<file path="src/rtl/core/rle_pkg.sv">
`timescale 1ns / 1ps
// ----------------------------------------------------------------------------
// rle_pkg
// Types, codes and helpers shared by the leader election block.
// ----------------------------------------------------------------------------
package rle_pkg;

  localparam int MAX_MEMBERS = 16;
  localparam int CNT_LIM     = (MAX_MEMBERS < 16) ? MAX_MEMBERS : 16;
  localparam int ID_W        = 4;
  localparam int CNT_W       = 5;
  localparam int MASK_W      = 16;
  localparam int TICK_W      = 32;
  localparam int EXTRA_W     = 16;
  localparam int CFG_IDX_W   = 2;
  localparam int CFG_DATA_W  = 32;
  localparam int QUEUE_DEPTH = 2;

  // input event kinds
  localparam logic [2:0] MODE_START   = 3'd0;
  localparam logic [2:0] MODE_PROPOSE = 3'd1;
  localparam logic [2:0] MODE_ACK     = 3'd2;
  localparam logic [2:0] MODE_VICTORY = 3'd3;
  localparam logic [2:0] MODE_TICK    = 3'd4;

  // result actions
  localparam logic [2:0] ACT_NONE    = 3'd0;
  localparam logic [2:0] ACT_PROPOSE = 3'd1;
  localparam logic [2:0] ACT_ACK     = 3'd2;
  localparam logic [2:0] ACT_WON     = 3'd3;
  localparam logic [2:0] ACT_LOST    = 3'd4;

  // configuration register indexes
  localparam logic [CFG_IDX_W-1:0] CFG_MY_ID        = 2'd0;
  localparam logic [CFG_IDX_W-1:0] CFG_MEMBER_COUNT = 2'd1;
  localparam logic [CFG_IDX_W-1:0] CFG_LEASE_TICKS  = 2'd2;
  localparam logic [CFG_IDX_W-1:0] CFG_DEFER_EXTRA  = 2'd3;

  typedef enum logic [2:0] {
    OP_NONE    = 3'd0,
    OP_START   = 3'd1,
    OP_PROPOSE = 3'd2,
    OP_ACK     = 3'd3,
    OP_VICTORY = 3'd4,
    OP_TICK    = 3'd5
  } op_kind_t;

  typedef struct packed {
    logic [2:0]      mode;
    logic [ID_W-1:0] from_id;
  } in_word_t;

  typedef struct packed {
    logic [2:0]        action;
    logic [ID_W-1:0]   target_id;
    logic [MASK_W-1:0] ack_mask;
    logic              electing;
  } out_word_t;

  typedef struct packed {
    op_kind_t        op;
    logic [ID_W-1:0] from_id;
  } op_word_t;

  typedef struct packed {
    logic [ID_W-1:0]    my_id;
    logic [CNT_W-1:0]   member_count;
    logic [TICK_W-1:0]  lease_ticks;
    logic [EXTRA_W-1:0] defer_extra_ticks;
  } cfg_t;

  function automatic logic [CNT_W-1:0] popcount(input logic [MASK_W-1:0] v);
    logic [CNT_W-1:0] n;
    n = '0;
    for (int i = 0; i < MASK_W; i++) begin
      n = n + CNT_W'(v[i]);
    end
    return n;
  endfunction

endpackage

</file>
<file path="src/rtl/core/rank_leader_election.sv">
`timescale 1ns / 1ps
// ----------------------------------------------------------------------------
// rank_leader_election
// Leader election among up to 16 ranked members; lower rank wins.
// Path: an accepted event word is stored in a queue entry register, and its
// result word is then registered in the output register of the back stage.
// Throughput: one event word per cycle while out_ready holds, set by the state
// update in the back stage; a two-entry queue decouples input from output stalls.
// Reset: synchronous, active low; clears election state, queue and output,
// and returns the configuration registers to their defaults.
// ----------------------------------------------------------------------------
module rank_leader_election (
  input  logic                              clk,
  input  logic                              rst_n,
  input  logic                              in_valid,
  output logic                              in_ready,
  input  rle_pkg::in_word_t                 in_data,
  output logic                              out_valid,
  input  logic                              out_ready,
  output rle_pkg::out_word_t                out_data,
  input  logic                              cfg_we,
  input  logic [rle_pkg::CFG_IDX_W-1:0]     cfg_index,
  input  logic [rle_pkg::CFG_DATA_W-1:0]    cfg_wdata
);

  rle_pkg::cfg_t     cfg_r;
  logic              push_valid, push_ready;
  rle_pkg::op_word_t push_op;
  logic              pop_valid, pop_ready;
  rle_pkg::op_word_t pop_op;

  always_ff @(posedge clk) begin
    if (!rst_n) begin
      cfg_r.my_id             <= '0;
      cfg_r.member_count      <= rle_pkg::CNT_W'(1);
      cfg_r.lease_ticks       <= rle_pkg::TICK_W'(1000);
      cfg_r.defer_extra_ticks <= rle_pkg::EXTRA_W'(200);
    end else if (cfg_we) begin
      unique case (cfg_index)
        rle_pkg::CFG_MY_ID:        cfg_r.my_id <= cfg_wdata[rle_pkg::ID_W-1:0];
        rle_pkg::CFG_MEMBER_COUNT: cfg_r.member_count <= cfg_wdata[rle_pkg::CNT_W-1:0];
        rle_pkg::CFG_LEASE_TICKS:  cfg_r.lease_ticks <= cfg_wdata[rle_pkg::TICK_W-1:0];
        rle_pkg::CFG_DEFER_EXTRA:  cfg_r.defer_extra_ticks <= cfg_wdata[rle_pkg::EXTRA_W-1:0];
        default: begin
        end
      endcase
    end
  end

  rle_front u_front (
    .in_valid   (in_valid),
    .in_ready   (in_ready),
    .in_data    (in_data),
    .push_valid (push_valid),
    .push_ready (push_ready),
    .push_op    (push_op)
  );

  rle_queue u_queue (
    .clk        (clk),
    .rst_n      (rst_n),
    .push_valid (push_valid),
    .push_ready (push_ready),
    .push_op    (push_op),
    .pop_valid  (pop_valid),
    .pop_ready  (pop_ready),
    .pop_op     (pop_op)
  );

  rle_back u_back (
    .clk       (clk),
    .rst_n     (rst_n),
    .cfg       (cfg_r),
    .pop_valid (pop_valid),
    .pop_ready (pop_ready),
    .pop_op    (pop_op),
    .out_valid (out_valid),
    .out_ready (out_ready),
    .out_data  (out_data)
  );

endmodule

</file>
<file path="src/rtl/core/rle_front.sv">
`timescale 1ns / 1ps
// ----------------------------------------------------------------------------
// rle_front
// Accepts event words and decodes the mode into an operation for the queue.
// ----------------------------------------------------------------------------
module rle_front (
  input  logic                 in_valid,
  output logic                 in_ready,
  input  rle_pkg::in_word_t    in_data,
  output logic                 push_valid,
  input  logic                 push_ready,
  output rle_pkg::op_word_t    push_op
);

  rle_pkg::op_kind_t op;

  always_comb begin
    unique case (in_data.mode)
      rle_pkg::MODE_START:   op = rle_pkg::OP_START;
      rle_pkg::MODE_PROPOSE: op = rle_pkg::OP_PROPOSE;
      rle_pkg::MODE_ACK:     op = rle_pkg::OP_ACK;
      rle_pkg::MODE_VICTORY: op = rle_pkg::OP_VICTORY;
      rle_pkg::MODE_TICK:    op = rle_pkg::OP_TICK;
      default:               op = rle_pkg::OP_NONE;
    endcase
  end

  assign push_valid      = in_valid;
  assign in_ready        = push_ready;
  assign push_op.op      = op;
  assign push_op.from_id = in_data.from_id;

endmodule

</file>
<file path="src/rtl/core/rle_queue.sv">
`timescale 1ns / 1ps
// ----------------------------------------------------------------------------
// rle_queue
// Short FIFO of decoded operations between front and back.
// ----------------------------------------------------------------------------
module rle_queue (
  input  logic              clk,
  input  logic              rst_n,
  input  logic              push_valid,
  output logic              push_ready,
  input  rle_pkg::op_word_t push_op,
  output logic              pop_valid,
  input  logic              pop_ready,
  output rle_pkg::op_word_t pop_op
);

  localparam int QPTR_W = (rle_pkg::QUEUE_DEPTH > 1) ? $clog2(rle_pkg::QUEUE_DEPTH) : 1;
  localparam int QCNT_W = $clog2(rle_pkg::QUEUE_DEPTH + 1);
  localparam logic [QPTR_W-1:0] PTR_LAST = QPTR_W'(rle_pkg::QUEUE_DEPTH - 1);
  localparam logic [QCNT_W-1:0] CNT_FULL = QCNT_W'(rle_pkg::QUEUE_DEPTH);

  rle_pkg::op_word_t entry_r [rle_pkg::QUEUE_DEPTH];
  logic [QPTR_W-1:0] wr_ptr_r, wr_ptr_nxt;
  logic [QPTR_W-1:0] rd_ptr_r, rd_ptr_nxt;
  logic [QCNT_W-1:0] count_r, count_nxt;
  logic              push, pop;

  assign push_ready = (count_r != CNT_FULL);
  assign pop_valid  = (count_r != '0);
  assign pop_op     = entry_r[rd_ptr_r];
  assign push       = push_valid && push_ready;
  assign pop        = pop_valid && pop_ready;

  always_comb begin
    wr_ptr_nxt = wr_ptr_r;
    rd_ptr_nxt = rd_ptr_r;
    count_nxt  = count_r;
    if (push) begin
      wr_ptr_nxt = (wr_ptr_r == PTR_LAST) ? '0 : wr_ptr_r + 1'b1;
    end
    if (pop) begin
      rd_ptr_nxt = (rd_ptr_r == PTR_LAST) ? '0 : rd_ptr_r + 1'b1;
    end
    if (push && !pop) begin
      count_nxt = count_r + 1'b1;
    end else if (pop && !push) begin
      count_nxt = count_r - 1'b1;
    end
  end

  always_ff @(posedge clk) begin
    if (!rst_n) begin
      wr_ptr_r <= '0;
      rd_ptr_r <= '0;
      count_r  <= '0;
    end else begin
      wr_ptr_r <= wr_ptr_nxt;
      rd_ptr_r <= rd_ptr_nxt;
      count_r  <= count_nxt;
    end
  end

  always_ff @(posedge clk) begin
    if (push) begin
      entry_r[wr_ptr_r] <= push_op;
    end
  end

endmodule

</file>
<file path="src/rtl/core/rle_back.sv">
`timescale 1ns / 1ps
// ----------------------------------------------------------------------------
// rle_back
// Election state update for one operation per cycle while the output register is free or taken.
// ----------------------------------------------------------------------------
module rle_back (
  input  logic               clk,
  input  logic               rst_n,
  input  rle_pkg::cfg_t      cfg,
  input  logic               pop_valid,
  output logic               pop_ready,
  input  rle_pkg::op_word_t  pop_op,
  output logic               out_valid,
  input  logic               out_ready,
  output rle_pkg::out_word_t out_data
);

  localparam int ID_W   = rle_pkg::ID_W;
  localparam int CNT_W  = rle_pkg::CNT_W;
  localparam int MASK_W = rle_pkg::MASK_W;
  localparam int TICK_W = rle_pkg::TICK_W;
  localparam logic [CNT_W-1:0] LIM = CNT_W'(rle_pkg::CNT_LIM);

  logic                bid_r, bid_nxt;
  logic                dv_r, dv_nxt;
  logic [ID_W-1:0]     dto_r, dto_nxt;
  logic [MASK_W-1:0]   acked_r, acked_nxt;
  logic                trun_r, trun_nxt;
  logic [TICK_W-1:0]   tleft_r, tleft_nxt;
  logic                out_valid_r;
  rle_pkg::out_word_t  out_data_r, res;

  logic [CNT_W-1:0]    cnt;
  logic [MASK_W-1:0]   acked_or;
  logic [TICK_W-1:0]   tl_dec;
  logic [TICK_W:0]     defer_sum;
  logic [TICK_W-1:0]   defer_load;
  logic [ID_W-1:0]     from;
  logic [2:0]          action;
  logic [ID_W-1:0]     target;
  logic                do_start, do_vic, do_defer, fire;

  assign pop_ready = !out_valid_r || out_ready;
  assign fire      = pop_valid && pop_ready;
  assign out_valid = out_valid_r;
  assign out_data  = out_data_r;
  assign from      = pop_op.from_id;

  // clamp member count to 1..limit
  always_comb begin
    if (cfg.member_count == '0) begin
      cnt = CNT_W'(1);
    end else if (cfg.member_count > LIM) begin
      cnt = LIM;
    end else begin
      cnt = cfg.member_count;
    end
  end

  assign acked_or   = acked_r | (MASK_W'(1) << from);
  assign tl_dec     = (tleft_r != '0) ? tleft_r - 1'b1 : '0;
  assign defer_sum  = {1'b0, cfg.lease_ticks} + (TICK_W + 1)'(cfg.defer_extra_ticks);
  assign defer_load = defer_sum[TICK_W] ? '1 : defer_sum[TICK_W-1:0];

  always_comb begin
    bid_nxt   = bid_r;
    dv_nxt    = dv_r;
    dto_nxt   = dto_r;
    acked_nxt = acked_r;
    trun_nxt  = trun_r;
    tleft_nxt = tleft_r;
    action    = rle_pkg::ACT_NONE;
    target    = '0;
    do_start  = 1'b0;
    do_vic    = 1'b0;
    do_defer  = 1'b0;

    unique case (pop_op.op)
      rle_pkg::OP_START: begin
        do_start = 1'b1;
      end
      rle_pkg::OP_PROPOSE: begin
        if (from > cfg.my_id) begin
          do_start = !bid_r;
        end else if (!dv_r || dto_r >= from) begin
          do_defer = 1'b1;
          target   = from;
        end
      end
      rle_pkg::OP_ACK: begin
        if (bid_r && {1'b0, from} < cnt) begin
          acked_nxt = acked_or;
          do_vic    = (rle_pkg::popcount(acked_or) == cnt);
        end
      end
      rle_pkg::OP_VICTORY: begin
        if (from < cfg.my_id) begin
          trun_nxt = 1'b0;
          action   = rle_pkg::ACT_LOST;
          target   = from;
        end else begin
          do_start = 1'b1;
        end
      end
      rle_pkg::OP_TICK: begin
        if (trun_r) begin
          tleft_nxt = tl_dec;
          if (tl_dec == '0) begin
            trun_nxt = 1'b0;
            // majority win on expiry, otherwise bid again
            if (bid_r && rle_pkg::popcount(acked_r) > (cnt >> 1)) begin
              do_vic = 1'b1;
            end else begin
              do_start = 1'b1;
            end
          end
        end
      end
      rle_pkg::OP_NONE: begin
      end
      default: begin
      end
    endcase

    if (do_start) begin
      dv_nxt    = 1'b0;
      acked_nxt = MASK_W'(1) << cfg.my_id;
      bid_nxt   = 1'b1;
      tleft_nxt = cfg.lease_ticks;
      trun_nxt  = 1'b1;
      action    = rle_pkg::ACT_PROPOSE;
    end
    if (do_vic) begin
      dv_nxt   = 1'b0;
      bid_nxt  = 1'b0;
      trun_nxt = 1'b0;
      action   = rle_pkg::ACT_WON;
    end
    if (do_defer) begin
      if (bid_r) begin
        acked_nxt = '0;
        bid_nxt   = 1'b0;
      end
      dv_nxt    = 1'b1;
      dto_nxt   = from;
      tleft_nxt = defer_load;
      trun_nxt  = 1'b1;
      action    = rle_pkg::ACT_ACK;
    end

    res.action    = action;
    res.target_id = target;
    res.ack_mask  = (action == rle_pkg::ACT_WON) ? acked_nxt : '0;
    res.electing  = bid_nxt;
  end

  always_ff @(posedge clk) begin
    if (!rst_n) begin
      bid_r       <= 1'b0;
      dv_r        <= 1'b0;
      dto_r       <= '0;
      acked_r     <= '0;
      trun_r      <= 1'b0;
      tleft_r     <= '0;
      out_valid_r <= 1'b0;
    end else begin
      if (fire) begin
        bid_r   <= bid_nxt;
        dv_r    <= dv_nxt;
        dto_r   <= dto_nxt;
        acked_r <= acked_nxt;
        trun_r  <= trun_nxt;
        tleft_r <= tleft_nxt;
      end
      // hold the result word until taken
      if (fire) begin
        out_valid_r <= 1'b1;
      end else if (out_ready) begin
        out_valid_r <= 1'b0;
      end
    end
  end

  always_ff @(posedge clk) begin
    if (fire) begin
      out_data_r <= res;
    end
  end

endmodule

</file>
<file path="config.mk">
export PLATFORM = sky130hd
export DESIGN_NAME = rank_leader_election
export DESIGN_NICKNAME = d
export VERILOG_FILES = /design/src/rtl/core/rle_pkg.sv /design/src/rtl/core/rank_leader_election.sv /design/src/rtl/core/rle_front.sv /design/src/rtl/core/rle_queue.sv /design/src/rtl/core/rle_back.sv
export SDC_FILE = /design/constraint.sdc
export NUM_CORES = 1
export LEC_CHECK = 0
export BUFFER_PORTS_ARGS = -buffer_cell sky130_fd_sc_hd__buf_2
export CAP_MARGIN = 20
export CORE_AREA = 5 5 144 146
export DETAILED_ROUTE_END_ITERATION = 16
export DIE_AREA = 0 0 149 151
export PLACE_DENSITY_LB_ADDON = 0.3
export RECOVER_POWER = 25
export SLEW_MARGIN = 20
export SYNTH_ARGS = -nofsm -noshare
export SYNTH_HDL_FRONTEND = slang
export SYNTH_HIERARCHICAL = 1
export SYNTH_SLANG_ARGS = --single-unit
</file>
<file path="constraint.sdc">
create_clock -name clk -period 17.4 [get_ports clk]
set_clock_uncertainty 0.1 [all_clocks]
set_input_delay 3.48 -clock clk [delete_from_list [all_inputs] [get_ports clk]]
set_output_delay 3.48 -clock clk [all_outputs]
set_load 0.005 [all_outputs]
</file>
# After elaboration in Yosys (flattened, before gate mapping)

Memories as Yosys holds them, arrays and structs flattened. A register that Yosys moved wholly into a read port is not among the register bits.
Index checks and enable logic that the tools add are counted.
W data, S select, Z words.

Add/subtract/negate cells: 36
$lt $le $gt $ge: 6
Equality and inequality tests: 16
Shift operators: 2
Mux-type cells: 61
Bitwise operators: 1
Reductions and logical operators: 33

Operators with widths:

| kind                    | count |
|---|---|
| $mux W32                | 6 |
| $add A5 B1 Y5           | 28 |
| $mux W16                | 5 |
| $add A32 B16 Y33        | 1 |
| $mux W1                 | 33 |
| $logic_not A32 Y1       | 1 |
| $reduce_bool A32 Y1     | 1 |
| $shl A1 B4 Y16 const A  | 2 |
| $sub A32 B1 Y32 const B | 1 |
| $or A16 B16 Y16         | 1 |
| $eq A3 B2 Y1 const B    | 5 |
| $mux W3                 | 5 |
| $pmux W3 S5             | 1 |
| $mux W4                 | 3 |
| $reduce_and A2 Y1       | 6 |
| $mux W5                 | 2 |
| $eq A3 B3 Y1 const B    | 3 |
| $reduce_bool A3 Y1      | 3 |
| $pmux W4 S2             | 1 |
| $eq A3 B1 Y1 const B    | 2 |
| $logic_and A1 B1 Y1     | 6 |
| $reduce_and A3 Y1       | 2 |
| $reduce_bool A2 Y1      | 3 |
| $eq A5 B5 Y1            | 1 |
| other kinds (23)        | 33 |

Register bits: 141
Memory bits (writable): 14
Logic and storage cells: 174
Memories kept: 1

Memories:

| memory          | depth | bits a word | rd ports | clocked after Yosys merged registers in | write ports | RTL line        | RTL |
|---|---|---|---|---|---|---|---|
| u_queue.entry_r | 2     | 7           | 1        | 1                                       | 1           | rle_queue.sv:22 | `rle_pkg::op_word_t entry_r [rle_pkg::QUEUE_DEPTH];` |

# Depth between registers and ports, before layout

Depth after elaboration: 25
Depth in mapped cells: 24
Gate-level depth less buffers: 21

# By module

Netlist, hierarchy kept.

Modules (own cells, without submodules):

| module               | times used | cells an instance | area an instance (um^2) | sequential area each (um^2) |
|---|---|---|---|---|
| rle_back             | 1          | 927               | 7,448.4                 | 1,841.8 |
| rank_leader_election | 1          | 230               | 2,257.2                 | 1,141.1 |
| rle_queue            | 1          | 46                | 747.0                   | 520.5 |
| rle_front            | 1          | 12                | 78.8                    | 0.0 |

# Worst setup path after synthesis

OpenSTA, ideal clock, no wires.

Path kind: reg-to-reg
From: reg with a tool-made name
To: reg u_back.out_data_r (netlist bit u_back/out_data[10]) (data pin)
Arrival time: 5.452 ns
Data required time: 17.160 ns
Setup slack: 11.709 ns
Stages on the path, launching flop included: 25
Path buffers: 4
Period minus slack after synthesis: 5.691 ns
Cell sequence: dfxtp_1 buf_2 mux2_2 clkbuf_1 inv_1 nor2_1 nand2_1 nand2_1 fa_1 inv_1 fa_1 fa_1 inv_1 fa_1 fa_1 fa_1 a21o_1 a21oi_1 nor2_1 nor4b_1 nand4_1 o21a_1 buf_2 buf_1 nor2_1

RTL lines:

| item                 | RTL line        | RTL |
|---|---|---|
| end signal, assigned | rle_back.sv:186 | `out_data_r <= res;` |
| end, declared        | rle_back.sv:31  | `rle_pkg::out_word_t out_data_r, res;` |

# Worst setup path in the final report

From: reg u_back.acked_r[0]
To: reg u_back.tleft_r[14]

Cells in the longest elaborated chain, start to end: 23

Ends and longest elaborated chain:

| item                                                     | RTL line        | RTL |
|---|---|---|
| start, declared                                          | rle_back.sv:27  | `logic [MASK_W-1:0] acked_r, acked_nxt;` |
| start signal, assigned                                   | rle_back.sv:171 | `acked_r <= acked_nxt;` |
| $add A1 B1 Y2 (*)                                        | rle_pkg.sv:76   | `n = n + CNT_W'(v[i]);` |
| $add A5 B1 Y5 (*) (14 in series)                         | rle_pkg.sv:76   |  |
| $gt A5 B4 Y1 (*)                                         | rle_back.sv:111 | `if (bid_r && rle_pkg::popcount(acked_r) > (cnt >> 1)) begin` |
| $logic_and A1 B1 Y1 (*)                                  | rle_back.sv:111 |  |
| $mux W1 (*)                                              | rle_back.sv:111 |  |
| $mux W1 (*)                                              | rle_back.sv:108 | `if (tl_dec == '0) begin` |
| $mux W1 (*)                                              | rle_back.sv:106 | `if (trun_r) begin` |
| $pmux W1 S4 (*)                                          | rle_back.sv:78  | `unique case (pop_op.op)` |
| $reduce_bool A3 Y1 (no line) or $mux W32 (tied branches) | n/a             |  |
| $reduce_and A3 Y1 (no line) or $mux W32 (tied branches)  | n/a             |  |
| end signal, assigned                                     | rle_back.sv:173 | `tleft_r <= tleft_nxt;` |
| end, declared                                            | rle_back.sv:29  | `logic [TICK_W-1:0] tleft_r, tleft_nxt;` |

Every way passes the cells marked *; elsewhere a longest branch is shown, timed or not.
A chain may end at the register's enable or synchronous reset.

==> results.cfg <==
[cells_and_area]
multi_input_area_um2 = 6410
drive_above_1_share_pct = 11.9
post-route-util_pct = 59.6
syn2layout_area_growth_pct = 8.98
final_cells = 1529
fillers = 1798
n_antenna_cell = 0
final-seq-area_um2 = 3500
nNetsFinal = 1361

[yosys]
synth-compound-area-share_pct = 18.6
yosysWarnings = 6
syn_area_um2 = 10500
ys.flop_type = dfxtp_1
synth_edf_count = 38
synth_xor_area_share_pct = 3.41
synth_seq_cells = 156
syn_avg_cell_area_um2 = 8.67
seq_area_frac_synth_pct = 33.3
synth_top_family_by_area = simple AND/OR/NAND/NOR gates
synth_mux_area_share_pct = 8.73
synth_fa_ha_area_share_pct = 9.10
synthArstFlopShare_pct = 0
synth_simple_gate_area_share_pct = 21.0
syn_nets = 1325
netlist_instances = 1215
yosysUniqueCellTypes = 83

[clocking]
cts_hold_repair.buffers = 0
cts.clk_slew.worst_paths_ns = 0.07
ctsResizeCount = 0
post_cts_buffers = 0
clkSinkCount = 156
htreeDepth = 4
root_buffer = clkbuf_16
clkLatencyLatePin_ns = 0.44
cts_made_buffers = 17
cts_tree = yes
clockBufferDepth = 2

[sta]
fin_tns_setup_ns = 0
layout_setup_ws_ns = 10.68
rsz0062_at_grt = false
worst_slew_pin_slew_ns = 1.58
fmax_mhz = 149
relSlewSlack_pct = -5.54
finalHoldViolations = 0
fin_crit_sh_pct = 38.6
setup_viol = 0
period_needed_ns = 6.72
drv_slew = 32

[pwr]
p_leak_nw = 4.69
power_w = 0.00209
p_per_area_nw_per_um2 = 182
ir_drop_mv = 0.112

[route]
drc = 0
via_count = 9259
avgViaCountPerCell = 6.06
ant_nets = 0
routedWlPerCell_um = 18.5
drt_pass1_iterations = 5
drt_wl_total_mm = 28.2
drt_iter0_drc = 1031

[min_path]
min_to = u_back/acked_r[1]
min_path_type = reg -> reg
hp-start = u_back/acked_r[1]
hold_depth = 2

[placed_design]
gp_congestion = 0.923
post-dp-hpwl_mm = 20.5
dp_slack_ns = 10.76
dp.cells = 1497
portBuffers = 71

[setup_path]
critPathLaunchType = flop
required_ns = 17.63
r2r-start = u_back/acked_r[0]
reg2reg_depth = 18
path_max_fanout = 30
endpoint_kind = flop
reg2reg_to = u_back/tleft_r[14]
cp_data_arrival_time_ns = 6.95
worst-setup-path-type = reg -> reg
ff2ff_setup_slack_ns = 10.68

[global_route]
grt.overflow.total = 0
grtUsageTotal_pct = 25.7
grt_first_pass_wirelength_mm = 46.3
grt_pass1_vias = 8806
grt_max_degree = 64
antenna_found_initial = 0

[run]
max_cap_violations = 1

[floorplan]
core_um2 = 19300
start_util_pct = 54.6
die_area_um2 = 22500
die_h_um = 151
fp-row-count = 51
pin_count = 72
die_x_um = 149

[outcome]
violations = max-capacitance violations, max-slew violations
outcome = complete, but fails checks
per-layer routing:
layer	track usage [%]	part of all wire, %	vias to the layer above
met5	0	0	-
met4	6.96	1.7	0
met3	4.55	8.0	43
met2	39.0	43	415
met1	37.9	47	4341
li1	-	-	4460
logic make-up after synthesis:
logic type,count (synthesis)
AOI/OAI and AO/OA,296
xor gates and xnor gates,41
adders and majority gates,64
buffers and inverters,132
DFF,156
muxes,83
and+or+nand+nor,443
cell usage after synthesis (17+ instances only):
cell type,number,area share [%]
a21oi_1,71,3.4
clkbuf_1,33,1.2
dfxtp_1,118,22
edfxtp_1,38,11
fa_1,21,4.0
ha_1,43,5.1
inv_1,66,2.4
mux2i_1,60,5.7
nand2_1,180,6.4
nand3_1,30,1.4
nor2_1,74,2.6
nor2b_1,18,1.1
nor3_1,21,1.0
o21ai_0,60,2.9
o21ai_1,19,0.90
or3_1,17,1.0
xnor2_1,27,2.2
worst max path at each step:
stage,start,slack (ns),endpoint
global placement,u_back/acked_r[0],10.84,u_back/tleft_r[14]
detailed placement,u_back/acked_r[0],10.76,u_back/tleft_r[14]
floorplan,flop,11.71,u_back/out_data[10]
finish,u_back/acked_r[0],10.68,u_back/tleft_r[14]
CTS,u_back/acked_r[0],10.74,u_back/tleft_r[14]
global route,u_back/acked_r[0],10.41,u_back/tleft_r[14]
per-stage QoR:
stage	hold slack [ns]	instance area [µm²]
after CTS	0.367	11500
after global placement	0.353	10900
after global routing	0.391	11500
after detailed placement	0.359	10900
final	0.366	11500
after floorplan	0.330	10500
critical path, cell delays in order, from the launching register on:
cell      delay, ns
dfxtp_1        0.36
inv_1          0.09
fa_1           0.57
fa_1           0.46
fa_1           0.49
fa_1           0.49
inv_1          0.04
ha_1           0.20
fa_1           0.44
ha_1           0.29
nor2b_1        0.13
o21a_1         0.15
o21a_1         0.15
o21ai_0        0.14
a21boi_1       0.25
o21ai_2        0.67
nand2_2        0.75
or3_1          0.58
a32o_1         0.24
placed cells by master, fill, tap and decap left out, types with 27 or more instances in the layout:
| cell | netlist | final |
|---|---|---|
| nand2_1 | 180 | 180 |
| dfxtp_1 | 118 | 118 |
| nor2_1 | 74 | 74 |
| a21oi_1 | 71 | 71 |
| inv_1 | 66 | 66 |
| buf_2 | 7 | 66 |
| mux2i_1 | 60 | 60 |
| o21ai_0 | 60 | 60 |
| ha_1 | 43 | 43 |
| edfxtp_1 | 38 | 38 |
| nand3_1 | 30 | 31 |
| xnor2_1 | 27 | 27 |
registers in the layout, indices dropped and copies added, names as in the netlist, named ones only:
name / cells
cfg_r: 57
u_back/tleft_r: 32
u_back/out_data: 24
u_back/acked_r: 16
u_queue/entry_r: 14
u_back/dto_r: 4
u_queue/count_r: 2
u_back/bid_r: 1
u_back/dv_r: 1
u_back/out_valid: 1
u_back/trun_r: 1
u_queue/rd_ptr_r: 1
u_queue/wr_ptr_r: 1
layout make-up:
class | instances | share of cell area (%)
clock buffer | 18 | 3.83
clock inverter | 14 | 1.06
inverter | 69 | 2.26
multi-input combinational | 927 | 55.8
sequential | 156 | 30.5
tap | 265 | 2.89
timing repair buffer | 80 | 3.60
report_power, final:
part           leakage [nW]  switching, W  internal [W]  total, W
registers              1.33     0.0000557      0.000444  0.000499
clock network         0.280      0.000169      0.000192  0.000361
logic                  3.08      0.000767      0.000466   0.00123
total                  4.69      0.000992       0.00110   0.00209
No activity file was read; power rests on OpenSTA's default activity.
